===== config.mk =====
export PLATFORM = sky130hd
export DESIGN_NAME = rar_ctrl
export DESIGN_NICKNAME = d
export VERILOG_FILES = /design/src/rtl/core/rar_pkg.sv /design/src/rtl/core/rar_ctrl.sv
export SDC_FILE = /design/constraint.sdc
export NUM_CORES = 1
export LEC_CHECK = 0
export ABC_AREA = 1
export BUFFER_PORTS_ARGS = -buffer_cell sky130_fd_sc_hd__buf_2
export CAP_MARGIN = 30
export CORE_ASPECT_RATIO = 1.25
export CORE_UTILIZATION = 30
export DETAILED_ROUTE_END_ITERATION = 6
export GPL_ROUTABILITY_DRIVEN = 0
export GPL_TIMING_DRIVEN = 1
export PLACE_DENSITY = 0.53
export RECOVER_POWER = 50
export SETUP_SLACK_MARGIN = 0.4
export SLEW_MARGIN = 0
export SYNTH_ARGS = -nofsm -noshare
export SYNTH_HDL_FRONTEND = slang
export SYNTH_SLANG_ARGS = --single-unit

===== constraint.sdc =====
create_clock -name clock -period 3.5 [get_ports clock]
set_clock_uncertainty 0.2 [all_clocks]
set_input_delay 0.175 -clock clock [delete_from_list [all_inputs] [get_ports clock]]
set_output_delay 0.175 -clock clock [all_outputs]
set_load 0.02 [all_outputs]

===== src/rtl/core/rar_pkg.sv =====
// ----------------------------------------------------------------------------
// Rational arithmetic package
// Shared widths, operation codes, operand conversion and the command and
// status bundles between the controller and the datapath.
// ----------------------------------------------------------------------------
package rar_pkg;

   // Port width of one operand field and the number of its low bits in use.
   localparam int OPW          = 32;
   localparam int OPERAND_BITS = 32;

   // Width of products, sums, the gcd and the quotients.
   localparam int DW = 64;

   // Step counter for the serial divider and the gcd's shared power of two.
   localparam int CNT_W = $clog2(DW);
   localparam logic [CNT_W-1:0] DIV_LAST = CNT_W'(DW - 1);

   localparam logic [OPW:0] OP_MOD  = {{OPW{1'b0}}, 1'b1} << OPERAND_BITS;
   localparam logic [OPW:0] OP_MASK = OP_MOD - {{OPW{1'b0}}, 1'b1};

   localparam logic [DW-1:0] NUM_MAX = {1'b0, {(DW-1){1'b1}}};

   typedef enum logic [1:0] {
      OP_ADD = 2'd0,
      OP_SUB = 2'd1,
      OP_MUL = 2'd2,
      OP_DIV = 2'd3
   } op_code_type;

   typedef enum logic [1:0] {
      MS_DEN = 2'd0,
      MS_P1  = 2'd1,
      MS_P2  = 2'd2
   } mul_step_type;

   // Operand as sign and magnitude.
   typedef struct packed {
      logic           neg;
      logic [OPW-1:0] mag;
   } sm32_type;

   // Product or sum as sign and magnitude.
   typedef struct packed {
      logic          neg;
      logic [DW-1:0] mag;
   } sm64_type;

   typedef struct packed {
      logic         load;
      logic         mul;
      mul_step_type mul_step;
      logic         add;
      logic         g_shboth;
      logic         g_sha;
      logic         g_shb;
      logic         g_step;
      logic         g_fin;
      logic         div_step;
      logic         div_load_den;
      logic         out_load;
   } dp_cmd_type;

   typedef struct packed {
      logic bad;
      logic t_zero;
      logic both_even;
      logic a_even;
      logic b_even;
      logic ab_equal;
   } dp_stat_type;

   // Sign-extends the low OPERAND_BITS bits and splits sign and magnitude.
   function automatic sm32_type operand_sm(input logic [OPW-1:0] x);
      logic [OPW:0] v;
      sm32_type     r;
      v     = {1'b0, x} & OP_MASK;
      r.neg = x[OPERAND_BITS-1];
      r.mag = r.neg ? OPW'(OP_MOD - v) : OPW'(v);
      return r;
   endfunction

endpackage


===== src/rtl/core/rar_ctrl.sv =====
// ----------------------------------------------------------------------------
// Rational arithmetic controller
// One-hot sequencer that steps the datapath through multiply, combine,
// binary gcd and the two serial divisions.
// ----------------------------------------------------------------------------
module rar_ctrl import rar_pkg::*; (
   input  logic        clock,
   input  logic        reset,
   input  logic        req_valid,
   output logic        req_ready,
   input  logic        out_free,
   input  dp_stat_type stat,
   output dp_cmd_type  cmd
);

   typedef enum logic [12:0] {
      S_IDLE = 13'h0001,
      S_MD   = 13'h0002,
      S_M1   = 13'h0004,
      S_M2   = 13'h0008,
      S_ADD  = 13'h0010,
      S_GSH  = 13'h0020,
      S_GA   = 13'h0040,
      S_GB   = 13'h0080,
      S_GFIN = 13'h0100,
      S_DN   = 13'h0200,
      S_DL   = 13'h0400,
      S_DD   = 13'h0800,
      S_DONE = 13'h1000
   } state_type;

   state_type        state_ff, state_in;
   logic [CNT_W-1:0] cnt_ff, cnt_in;

   always_comb begin
      state_in  = state_ff;
      cnt_in    = cnt_ff;
      cmd       = '0;
      cmd.mul_step = MS_DEN;
      req_ready = 1'b0;
      case (state_ff)
         S_IDLE: begin
            req_ready = 1'b1;
            if (req_valid) begin
               cmd.load = 1'b1;
               state_in = S_MD;
            end
         end
         S_MD: begin
            cmd.mul      = 1'b1;
            cmd.mul_step = MS_DEN;
            state_in     = stat.bad ? S_DONE : S_M1;
         end
         S_M1: begin
            cmd.mul      = 1'b1;
            cmd.mul_step = MS_P1;
            state_in     = S_M2;
         end
         S_M2: begin
            cmd.mul      = 1'b1;
            cmd.mul_step = MS_P2;
            state_in     = S_ADD;
         end
         S_ADD: begin
            cmd.add  = 1'b1;
            state_in = S_GSH;
         end
         S_GSH: begin
            if (stat.t_zero) begin
               state_in = S_DONE;
            end else if (stat.both_even) begin
               cmd.g_shboth = 1'b1;
            end else begin
               state_in = S_GA;
            end
         end
         S_GA: begin
            if (stat.a_even) begin
               cmd.g_sha = 1'b1;
            end else begin
               state_in = S_GB;
            end
         end
         S_GB: begin
            if (stat.b_even) begin
               cmd.g_shb = 1'b1;
            end else begin
               cmd.g_step = 1'b1;
               if (stat.ab_equal) begin
                  state_in = S_GFIN;
               end
            end
         end
         S_GFIN: begin
            cmd.g_fin = 1'b1;
            cnt_in    = '0;
            state_in  = S_DN;
         end
         S_DN: begin
            cmd.div_step = 1'b1;
            cnt_in       = cnt_ff + CNT_W'(1);
            if (cnt_ff == DIV_LAST) begin
               state_in = S_DL;
            end
         end
         S_DL: begin
            cmd.div_load_den = 1'b1;
            cnt_in           = '0;
            state_in         = S_DD;
         end
         S_DD: begin
            cmd.div_step = 1'b1;
            cnt_in       = cnt_ff + CNT_W'(1);
            if (cnt_ff == DIV_LAST) begin
               state_in = S_DONE;
            end
         end
         S_DONE: begin
            if (out_free) begin
               cmd.out_load = 1'b1;
               state_in     = S_IDLE;
            end
         end
         default: begin
            state_in = S_IDLE;
         end
      endcase
   end

   always_ff @(posedge clock) begin
      if (reset) begin
         state_ff <= S_IDLE;
         cnt_ff   <= '0;
      end else begin
         state_ff <= state_in;
         cnt_ff   <= cnt_in;
      end
   end

endmodule


[Word-level counts from Yosys, hierarchy flattened]
Index checks and enable logic that the tools add are counted.
Word-level totals
  word-level logic and storage cells: 59
  bits in registers: 19
  input bits: 10
  output and inout bits: 14
Cells by class
  reduce and logical (&&, ||, !) cells: 4
  equal/unequal tests: 22
  add/subtract/negate cells: 1
  multiplexer cells: 30
Operators with widths (number)
  case mux 13 bit (13 select lines): 1
  two-way mux 13 bit: 10
  two-way mux 1 bit: 16
  != test 2 bit (second input constant): 7
  == test 13 x 1 -> 1 bit (second input constant): 1
  == test 13 x 10 -> 1 bit (second input constant): 1
  == test 13 x 11 -> 1 bit (second input constant): 1
  == test 13 x 12 -> 1 bit (second input constant): 1
  == test 13 bit (second input constant): 1
  == test 13 x 2 -> 1 bit (second input constant): 1
  == test 13 x 3 -> 1 bit (second input constant): 1
  == test 13 x 4 -> 1 bit (second input constant): 1
  == test 13 x 5 -> 1 bit (second input constant): 1
  == test 13 x 6 -> 1 bit (second input constant): 1
  == test 13 x 7 -> 1 bit (second input constant): 1
  == test 13 x 8 -> 1 bit (second input constant): 1
  == test 13 x 9 -> 1 bit (second input constant): 1
  case mux 6 bit (2 select lines): 1
  case mux 3 bit (3 select lines): 1
  AND reduction 8 bit: 1
  adder 6 x 1 -> 6 bit (second input constant): 1
  == test 6 bit (second input constant): 1
  OR reduction 2 bit: 2
  != test 3 bit (second input constant): 1
  other kinds (2): 2

[Longest topological paths before layout]
Gate-level depths: netlist of the first run.
  depth in word-level cells: 3
  gate-level depth with buffers: 13
  depth with buffers taken out: 13

[Worst setup path after synthesis of the first run]
OpenSTA, ideal clock, no wires.
  path kind: register -> register
  start point: register state_ff[10]
  end point: register state_ff[4]
  path buffers: 0
  path slack: 1796 ps
  stages on the path, launching flop included: 12
  arrival: 1442 ps
  path through: dfxtp_1 nor2_2 nand3_2 nor2_1 nand2_1 nand2_1 nor2_1 inv_1 nor2_1 nand2_4 nand2_4 nor2_2
Between the ends
  word-level cells in the longest chain between the ends: 3
  elaborated cells between the ends (all ways): 23
  classes of those cells: eq/ne: 21; mux: 1; reduce/logical: 1
RTL lines
  start, declared: line rar_ctrl.sv:32  | state_type state_ff, state_in;
  start signal, assigned: line rar_ctrl.sv:135  | state_ff <= state_in;
  == test 13 x 6 -> 1 bit, or another cell as far along: line rar_ctrl.sv:41  | case (state_ff)
  != test 3 bit (no source line) / != test 2 bit (equally long branches)
  AND reduction 8 bit (no source line)
Parallel ways exist; a longest one is shown, timed or not.
A chain may end at the register's enable or synchronous reset.

[Worst setup path after layout of the first run]
  start point: register state_ff[2]
  end point: register state_ff[11]
The elaborated chain is that of the path after synthesis.

==> results of run 1 <==
[where the power goes]
group          leakage [nW]  internal (mW)  total [mW]  switching (mW)
clock network        0.0228         0.0809       0.153          0.0723
logic                 0.671          0.152       0.519           0.367
registers             0.154          0.242       0.262          0.0197
[cell type report]
class                   count  area (µm²)
clock buffers               4       45.04
fillers                   487        2669
inverters                  46       176.4
multi-input cells         145       720.7
flip-flops and latches     19       380.4
well taps                  56       70.07
repair buffers             25       135.1
[worst min-delay path: cells and delay by family]
kind                   cells  cell delay, ps
buffers and inverters      2             120
AND/OR/NAND/NOR            2             220
[cell usage in the layout (no fill, tap or decap), drive strengths merged]
| cell | Yosys | final |
|---|---|---|
| dfxtp | 19 | 19 |
| nor3 | 3 | 3 |
| o21ai | 6 | 6 |
| nor2 | 46 | 46 |
| nand3 | 21 | 21 |
| nand2 | 52 | 52 |
| clkinvlp | 0 | 1 |
| and3 | 1 | 1 |
| ha | 1 | 1 |
| clkinv | 2 | 1 |
| nand4 | 4 | 4 |
| buf | 0 | 23 |
| inv | 44 | 44 |
| a21oi | 7 | 7 |
| nand3b | 3 | 3 |
| clkbuf | 1 | 4 |
| o31ai | 1 | 1 |
| dlygate4sd3 | 0 | 2 |
[synthesized netlist by cell type (4+ instances only)]
cell,count
inv_1,37
nor2_4,4
a21oi_1,7
o21ai_0,4
nand4_1,4
dfxtp_1,19
nor2_1,29
nor2_2,12
inv_2,6
nand2_1,43
nand2_4,8
nand3_1,20
[per-layer routing]
layer	track usage (%)	routed length [µm]	part of all wire, %	up-vias
met1	17.42	1414	43	557
met4	3.333	21	0.64	0
met2	28.06	1746	53	20
met3	3.710	107	3.3	2
met5	0	0	0	-
li1	-	-	-	701
[cells by family (layout without fill, tap and decap cells)]
group / Yosys count / count (layout) / share of synthesized area, %
adders and majority gates: 1 / 1 / 0.9301
buffers and inverters: 47 / 75 / 13.39
DFF: 19 / 19 / 28.28
and+or+nand+nor: 130 / 130 / 52.00
AOI/OAI and AO/OA: 14 / 14 / 5.395
[registers in the layout, indices dropped and copies added (netlist names)]
signal / flops
cnt_ff: 6
state_ff: 13
[how the worst max path moves through the flow]
| stage | depth (start not counted) | slack, ps | start | to |
|---|---|---|---|---|
| after floorplan | 11 | 1800 | state_ff[10]$_SDFFE_PP0P_ | state_ff[4]$_SDFFE_PP0P_ |
| after global placement | 13 | 1600 | state_ff[6]$_SDFFE_PP0P_ | state_ff[2]$_SDFFE_PP0P_ |
| after detailed placement | 13 | 1590 | state_ff[6]$_SDFFE_PP0P_ | state_ff[2]$_SDFFE_PP0P_ |
| after CTS | 8 | 1470 | state_ff[6]$_SDFFE_PP0P_ | cmd[11] |
| after global routing | 13 | 670 | state_ff[2]$_SDFFE_PP0P_ | state_ff[6]$_SDFFE_PP0P_ |
| final | 13 | 970 | state_ff[2]$_SDFFE_PP0P_ | state_ff[11]$_SDFFE_PP0P_ |
[through the flow]
| step | utilization, % | total power [mW] | cell area (µm²) | cells | setup slack, ps |
|---|---|---|---|---|---|
| after floorplan | - | 0.7073 | 1345 | 211 | 1796 |
| after global placement | 36.37 | 0.8280 | 1526 | 289 | 1597 |
| after detailed placement | 36.37 | 0.8281 | 1526 | 289 | 1595 |
| after CTS | 37.92 | 0.9896 | 1592 | 295 | 1467 |
| after global routing | 36.40 | 1.019 | 1528 | 295 | 673.8 |
| final | 36.40 | 0.9338 | 1528 | 295 | 971.4 |
==> results.json, run 1 <==
{
  "status": "finished clean",
  "rows": 26,
  "cts_setup_buffers": 0,
  "drc": 0,
  "path_class": "flip-flop to flip-flop",
  "cp_slowest_cell": "dfxtp_1",
  "initial_core_util_pct": 32.05,
  "grt_max_degree": 12,
  "syn-cell-area_um2": 1345,
  "die_area_um2": 4757,
  "cp-start-kind": "flip-flop",
  "yosysTopAreaCell": "dfxtp_1",
  "drv_cap": 0,
  "hold_depth": 4,
  "slew_headroom_pct": 71.48,
  "h-tree-depth": 1,
  "layout.nets": 251,
  "r2r-start": "state_ff[2]$_SDFFE_PP0P_",
  "cp.arrival_ps": 2520,
  "io_pins": 24,
  "ir_drop_v": 0.0002411,
  "first_global_vias": 1240,
  "ctsResizeCount": 0,
  "slowest_delay_ps": 310,
  "synth_ff_type": "dfxtp_1",
  "antenna_found_initial": 0,
  "hold_ws_ps": 110.6,
  "cts_tree": "done",
  "worstHoldPathType": "primary input to flip-flop",
  "n_antenna_cell": 0,
  "routed_via_density": 4.339,
  "io_buffer_count": 23,
  "min_to": "state_ff[0]$_SDFFE_PP1P_",
  "dpl.hpwl_mm": 2.750,
  "crit_chain": "nor2_1, nand2_1, nor2_8, nand2_1, nand2_1, nand2_4, clkinvlp_2, nor2_4, nand2_1, inv_4, nand2_4, nand2_4, nor2_2",
  "finalSetupTns_ps": 0,
  "syn_nets": 222,
  "tightest_slew_ps": 426.3,
  "clock-sinks": 19,
  "drtAntennaViolNets": 0,
  "power_density_nw_per_um2": 611.2,
  "fin_crit_sh_pct": 72.25,
  "worstPathMaxFanout": 9,
  "setup_violations": 0,
  "die_x_um": 61.89,
  "required_ps": 3490,
  "crit_top_cell": "nand2_1",
  "clk_pin_slew_worst_paths_ps": 70,
  "critPathBufInv": 2,
  "yosys_warnings": 0,
  "fin_crit_ps": 2529,
  "core-area_um2": 4197,
  "grt_pass1_wl_mm": 5.471,
  "worstHoldStart": "req_valid",
  "synth-async-reset-ratio_pct": 0,
  "ctsHoldBuffers": 2,
  "avgSynthCellArea_um2": 6.375,
  "vias": 1280,
  "cts_made_buffers": 3,
  "cp_top_family": "simple AND/OR/NAND/NOR gates",
  "crit_path_end_kind": "flip-flop",
  "max_freq_mhz": 395.5,
  "reg2reg_slack_ps": 970,
  "area_delta_synth_final_pct": 13.58,
  "ys_types": 25,
  "drt_pass1_iterations": 4,
  "synth_top_area_share_pct": 28.28,
  "rsz0062_at_grt": "false",
  "synth-seq-area-share_pct": 28.28,
  "syn_inst": 211,
  "overflow": 0,
  "insertion_delay_ps": 250,
  "synthTopCellsByArea": "dfxtp_1 28%, nand2_1 12%, inv_1 10%, nor2_1 8.1%, nand3_1 7.4%",
  "wl_per_cell_um": 11.15,
  "cts_max_path_buffers": 2,
  "timing.rr.end": "state_ff[11]$_SDFFE_PP0P_",
  "maxSlewViolCount": 0,
  "worstRegToRegCells": 13,
  "post_route_cells_drive_above_1_share_pct": 21.76,
  "synth_edf_count": 0,
  "drt_iter0_markers": 45,
  "grt_usage_pct": 15.46,
  "ys_ff_latch": 19,
  "die_height_um": 76.86,
  "hold_viol_final": 0,
  "leakagePower_nw": 0.8473,
  "wirelength_mm": 3.289,
  "root_buffer": "clkbuf_8"
}
Note: power is estimated with default switching activity, not from simulation.
==> inputs of run 2 (changes only) <==
- PLACE_DENSITY: 0.53 -> 0.55
- clock period: 3.5 -> 2.3 ns (I/O delays scaled with it)
==> run 2 against run 1 <==
  * Sequential share of layout area is 3.3 points lower
  * Via count grew 6.9%
  * Critical path depth shrank 1
  * Non-clock buffer count rose by 14
  * Core utilization grew 7.3 points
  * Maximum frequency grew 28%
  * Hold slack got worse by 100 ps
  * Die area unchanged
  * Clock power increased by 57%
  * Wire length up 6.6%
  * Cell area is 20% higher
  * Final cell count increased by 4.7%
==> results.json, run 2 (synthesized netlist as in run 1, its figures left out) <==
{
  "drc": 0,
  "io_buffer_count": 23,
  "seq_area_um2": 395.4,
  "cp_slowest_cell": "dfxtp_1",
  "cts_tree": "done",
  "slew_headroom_pct": 80.65,
  "multi_input_area_um2": 898.4,
  "crit_top_cell": "nand2_8",
  "routed_via_density": 4.427,
  "setup_violations": 0,
  "mostFrequentLayoutCells": "42 x nand2_1, 35 x inv_1, 25 x nor2_1",
  "vias": 1368,
  "first_global_vias": 1272,
  "cp.arrival_ps": 1960,
  "critPathBufInv": 2,
  "n_antenna_cell": 0,
  "rsz0062_at_grt": "true",
  "maxSlewViolCount": 0,
  "insertion_delay_ps": 260,
  "wirelength_mm": 3.506,
  "fin_crit_sh_pct": 85.58,
  "initial_core_util_pct": 32.05,
  "cts_made_buffers": 3,
  "antenna_found_initial": 0,
  "postLayoutCellArea_um2": 1834,
  "grt_max_degree": 12,
  "clk_pin_slew_worst_paths_ps": 70,
  "die_area_um2": 4757,
  "worstPathMaxFanout": 8,
  "slowest_delay_ps": 320,
  "die_height_um": 76.86,
  "crit_path_end_kind": "flip-flop",
  "pre_cts_ws_ps": 413.6,
  "max_freq_mhz": 508.1,
  "core-area_um2": 4197,
  "post_route_cells_drive_above_1_share_pct": 36.76,
  "grt_pass1_wl_mm": 5.285,
  "fin_crit_ps": 1968,
  "grt_usage_pct": 15.04,
  "leakagePower_nw": 0.9559,
  "largest-register": "state_ff",
  "largest_reg_flops": 13,
  "clock-sinks": 19,
  "io_pins": 24,
  "final_core_util_pct": 43.71,
  "wl_per_cell_um": 11.35,
  "cts_max_path_buffers": 2,
  "root_buffer": "clkbuf_8",
  "area_delta_synth_final_pct": 36.37,
  "power_density_nw_per_um2": 958.8,
  "place_area_um2": 1526,
  "status": "finished clean",
  "required_ps": 2300,
  "drtAntennaViolNets": 0,
  "top_regs": "state_ff (13), cnt_ff (6)",
  "overflow": 0,
  "drv_cap": 0,
  "cp-start-kind": "flip-flop",
  "layout.nets": 265,
  "h-tree-depth": 1,
  "die_x_um": 61.89,
  "fin_ws_ps": 331.7,
  "cp_top_family": "simple AND/OR/NAND/NOR gates",
  "crit_chain": "nor2_1, nand2_4, nor2_4, buf_4, nand3b_1, nand2_1, nor2_4, nand2_8, inv_8, nand2_8, nand2_8, nor2_2",
  "drt_pass1_iterations": 4,
  "rows": 26,
  "path_class": "flip-flop to flip-flop",
  "tightest_slew_ps": 289.1,
  "finalSetupTns_ps": 0,
  "ir_drop_v": 0.0003103,
  "worstHoldPathType": "primary input to flip-flop",
  "hold_viol_final": 0,
  "dpl.hpwl_mm": 2.678,
  "layout_commonest_cell": "nand2_1",
  "nFillCells": 439,
  "drt_iter0_markers": 34
}
## run 2: cell types whose count changed in the layout (fill, tap and decap cells not counted), sizes merged
cell,change
clkinv,+1
inv,+1
clkinvlp,-1
buf,+9
clkbuf,+4
## run 2: area by class of cell
cell class | count | area share, %
well taps | 56 | 3.820
flip-flops and latches | 19 | 21.56
clock inverters | 1 | 0.2729
inverters | 46 | 9.959
clock buffers | 3 | 2.251
repair buffers | 39 | 13.17
multi-input cells | 145 | 48.98
## run 2: what timing repair did
| item | in CTS | in global routing |
|---|---|---|
| endpoints found under the setup margin | 4 | 18 |
| hold buffers | 2 | 0 |
| pin swaps | 5 | 14 |
| resized for setup | 8 | 37 |
| hold endpoints to repair | 5 | 0 |
| buffers inserted | 3 | 11 |
## run 2: metal layers
layer / part of all wire (%) / vias to the layer above / wire length [µm] / global-route usage, %
met5: 0 / - / 0 / 0
met4: 0.40 / 0 / 14 / 6.000
met2: 56 / 20 / 1967 / 27.96
li1: - / 733 / - / -
met3: 2.1 / 2 / 72 / 1.855
met1: 41 / 613 / 1452 / 16.10
## run 2: worst paths after layout
kind	depth (start not counted)	slack, ps	endpoint	startpoint
setup / recovery	12	330	state_ff[12]$_SDFFE_PP0P_	state_ff[3]$_SDFFE_PP0P_
setup reg to reg	12	330	state_ff[12]$_SDFFE_PP0P_	state_ff[3]$_SDFFE_PP0P_
hold / removal	4	8	state_ff[0]$_SDFFE_PP1P_	req_valid
hold reg to reg	2	290	cnt_ff[3]$_SDFFE_PP0P_	cnt_ff[3]$_SDFFE_PP0P_
## run 2: through the flow
stage	std cells	hold WS, ps	power, mW
5_1_grt	309	28.45	1.891
3_3_place_gp	289	156.5	1.268
3_5_place_dp	289	159.2	1.264
4_1_cts	298	21.65	1.543
2_1_floorplan	211	-15.93	1.076
6_report	309	7.695	1.759
## run 2: report_power, final
part	internal (mW)	total (mW)	switching, mW
Sequential	0.374	0.416	0.0425
Clock	0.121	0.240	0.119
Combinational	0.399	1.10	0.704
## run 2: tightest hold or removal path: stages
cell     delay, ps
buf_2           70
inv_1           50
nand3_1        110
nand3_1         80
==> inputs of run 3 (changes only) <==
- CORE_UTILIZATION: 30 -> 48
- PLACE_DENSITY: 0.55 -> 0.78
==> run 3 against run 2 <==
  * Wire length shrank 8.9%
  * Power shrank 13%
  * Die area shrank 37%
  * Register-to-register slack lost 40 ps
  * Final cell count shrank 11%
  * Sequential cell count is the same
  * Combinational power shrank 14%
  * Clock power shrank 29%
  * Via count shrank 1.2%
  * Cell area shrank 8.8%
  * Worst setup slack lost 44 ps
==> results.json, run 3 (synthesized netlist as in run 1, its figures left out) <==
{
  "worstRegToRegCells": 13,
  "die_x_um": 49.35,
  "r2r-start": "state_ff[2]$_SDFFE_PP0P_",
  "h-tree-depth": 1,
  "ir_drop_v": 0.0008595,
  "power.total_mw": 1.530,
  "path_class": "flip-flop to output port",
  "maxSlewViolCount": 0,
  "drc": 0,
  "finalSetupTns_ps": 0,
  "drt_iter0_markers": 42,
  "clock-sinks": 19,
  "worstPathMaxFanout": 4,
  "area_delta_synth_final_pct": 24.37,
  "layout.nets": 254,
  "largest_reg_flops": 13,
  "wl_per_cell_um": 11.58,
  "layout_commonest_cell": "nand2_1",
  "first_global_vias": 1135,
  "p_clk_share_pct": 11.1,
  "wirelength_mm": 3.195,
  "top_regs": "state_ff (13), cnt_ff (6)",
  "insertion_delay_ps": 300,
  "p_switching_mw": 0.7811,
  "leakagePower_nw": 0.8833,
  "grt_max_degree": 12,
  "seqPwrFrac_pct": 27.1,
  "slowest_delay_ps": 360,
  "antenna_found_initial": 0,
  "io_pins": 24,
  "cts_max_path_buffers": 2,
  "cp_slowest_cell": "dfxtp_2",
  "crit_chain": "nor2_4, nand3_1, nor2_4, nand2_1, nand2_1, nor2_1, inv_1, buf_4",
  "status": "finished clean",
  "reg2reg_slack_ps": 290,
  "initial_core_util_pct": 50.19,
  "drv_cap": 0,
  "cp-start-kind": "flip-flop",
  "core-area_um2": 2680,
  "share_comb_of_total_power_pct": 61.8,
  "final_core_util_pct": 62.42,
  "switching_share_pct": 51.06,
  "cts_made_buffers": 3,
  "hold_viol_final": 0,
  "routed_via_density": 4.895,
  "fin_crit_ps": 2012,
  "io_buffer_count": 23,
  "min_to": "state_ff[12]$_SDFFE_PP0P_",
  "grt_pass1_wl_mm": 4.747,
  "fin_cells": 276,
  "dpl.hpwl_mm": 2.330,
  "overflow": 0,
  "worstHoldStart": "out_free",
  "grt_usage_pct": 20.59,
  "crit_path_end_kind": "output port",
  "max_freq_mhz": 497.0,
  "setup_violations": 0,
  "hold_ws_ps": 35.03,
  "n_antenna_cell": 0,
  "fin_crit_sh_pct": 87.47,
  "tightest_slew_ps": 374.5,
  "drt_pass1_iterations": 4,
  "rsz0062_at_grt": "true",
  "die_height_um": 61.19,
  "cts_tree": "done",
  "drtAntennaViolNets": 0,
  "vias": 1351,
  "die_area_um2": 3019,
  "rows": 21,
  "intPower_mw": 0.7488,
  "dp.cells": 267,
  "hold_depth": 6,
  "clk_pin_slew_worst_paths_ps": 100,
  "mostFrequentLayoutCells": "42 x nand2_1, 37 x inv_1, 24 x nor2_1",
  "cp.arrival_ps": 1700,
  "worstHoldPathType": "primary input to flip-flop",
  "largest-register": "state_ff",
  "slew_headroom_pct": 74.97,
  "root_buffer": "clkbuf_4",
  "required_ps": 1990,
  "post_route_cells_drive_above_1_share_pct": 30.58,
  "timing.rr.end": "state_ff[2]$_SDFFE_PP0P_",
  "power_density_nw_per_um2": 914.5
}
-- run 3: power groups by stage --
stage / logic (mW) / registers (mW) / clock network (mW)
5_1_grt: 1.04 / 0.421 / 0.186
2_1_floorplan: 0.675 / 0.401 / 0
4_1_cts: 0.878 / 0.401 / 0.176
3_5_place_dp: 0.829 / 0.407 / 0
6_report: 0.945 / 0.415 / 0.170
3_3_place_gp: 0.824 / 0.406 / 0
-- run 3: layout make-up --
cell class	count	area, µm²
multi-input combinational	145	860.8
tap	34	42.54
timing repair buffer	28	166.4
inverter	46	182.7
clock buffer	4	26.28
fill	264	1007
sequential	19	394.1
-- run 3: layer usage --
metal / GRT usage (%) / wire (µm) / up-vias
met5: 0 / 0 / -
met4: 10.92 / 63 / 0
met3: 1.728 / 140 / 7
met2: 36.20 / 1623 / 36
met1: 25.37 / 1367 / 599
li1: - / - / 709
-- run 3: worst max-delay path: cells and delay by family (launching register included) --
kind | cells | cell delay [ps]
and+or+nand+nor | 6 | 790
DFF | 1 | 360
buffers and inverters | 2 | 250
-- run 3: timing repair --
| item | 4_1_cts | 5_1_grt |
|---|---|---|
| hold endpoints to repair | 6 | 0 |
| setup buffers | 0 | 2 |
| gates resized for setup | 7 | 31 |
| endpoints found under the setup margin | 5 | 21 |
| pin swaps | 1 | 9 |
| hold buffers | 3 | 0 |
-- run 3: worst max path at each step --
stage,startpoint,to
final,state_ff[11]$_SDFFE_PP0P_,cmd[11]
after global routing,state_ff[2]$_SDFFE_PP0P_,state_ff[11]$_SDFFE_PP0P_
after CTS,state_ff[8]$_SDFFE_PP0P_,cmd[2]
after detailed placement,cnt_ff[0]$_SDFFE_PP0P_,state_ff[2]$_SDFFE_PP0P_
after global placement,cnt_ff[0]$_SDFFE_PP0P_,state_ff[2]$_SDFFE_PP0P_
after floorplan,state_ff[10]$_SDFFE_PP0P_,state_ff[4]$_SDFFE_PP0P_
-- run 3: through the flow --
step / cell area, µm² / worst slack (ps)
detailed placement: 1499 / 431.4
global placement: 1499 / 452.9
global route: 1673 / 185.1
finish: 1673 / 288.1
CTS: 1588 / 400.9
floorplan: 1345 / 595.6
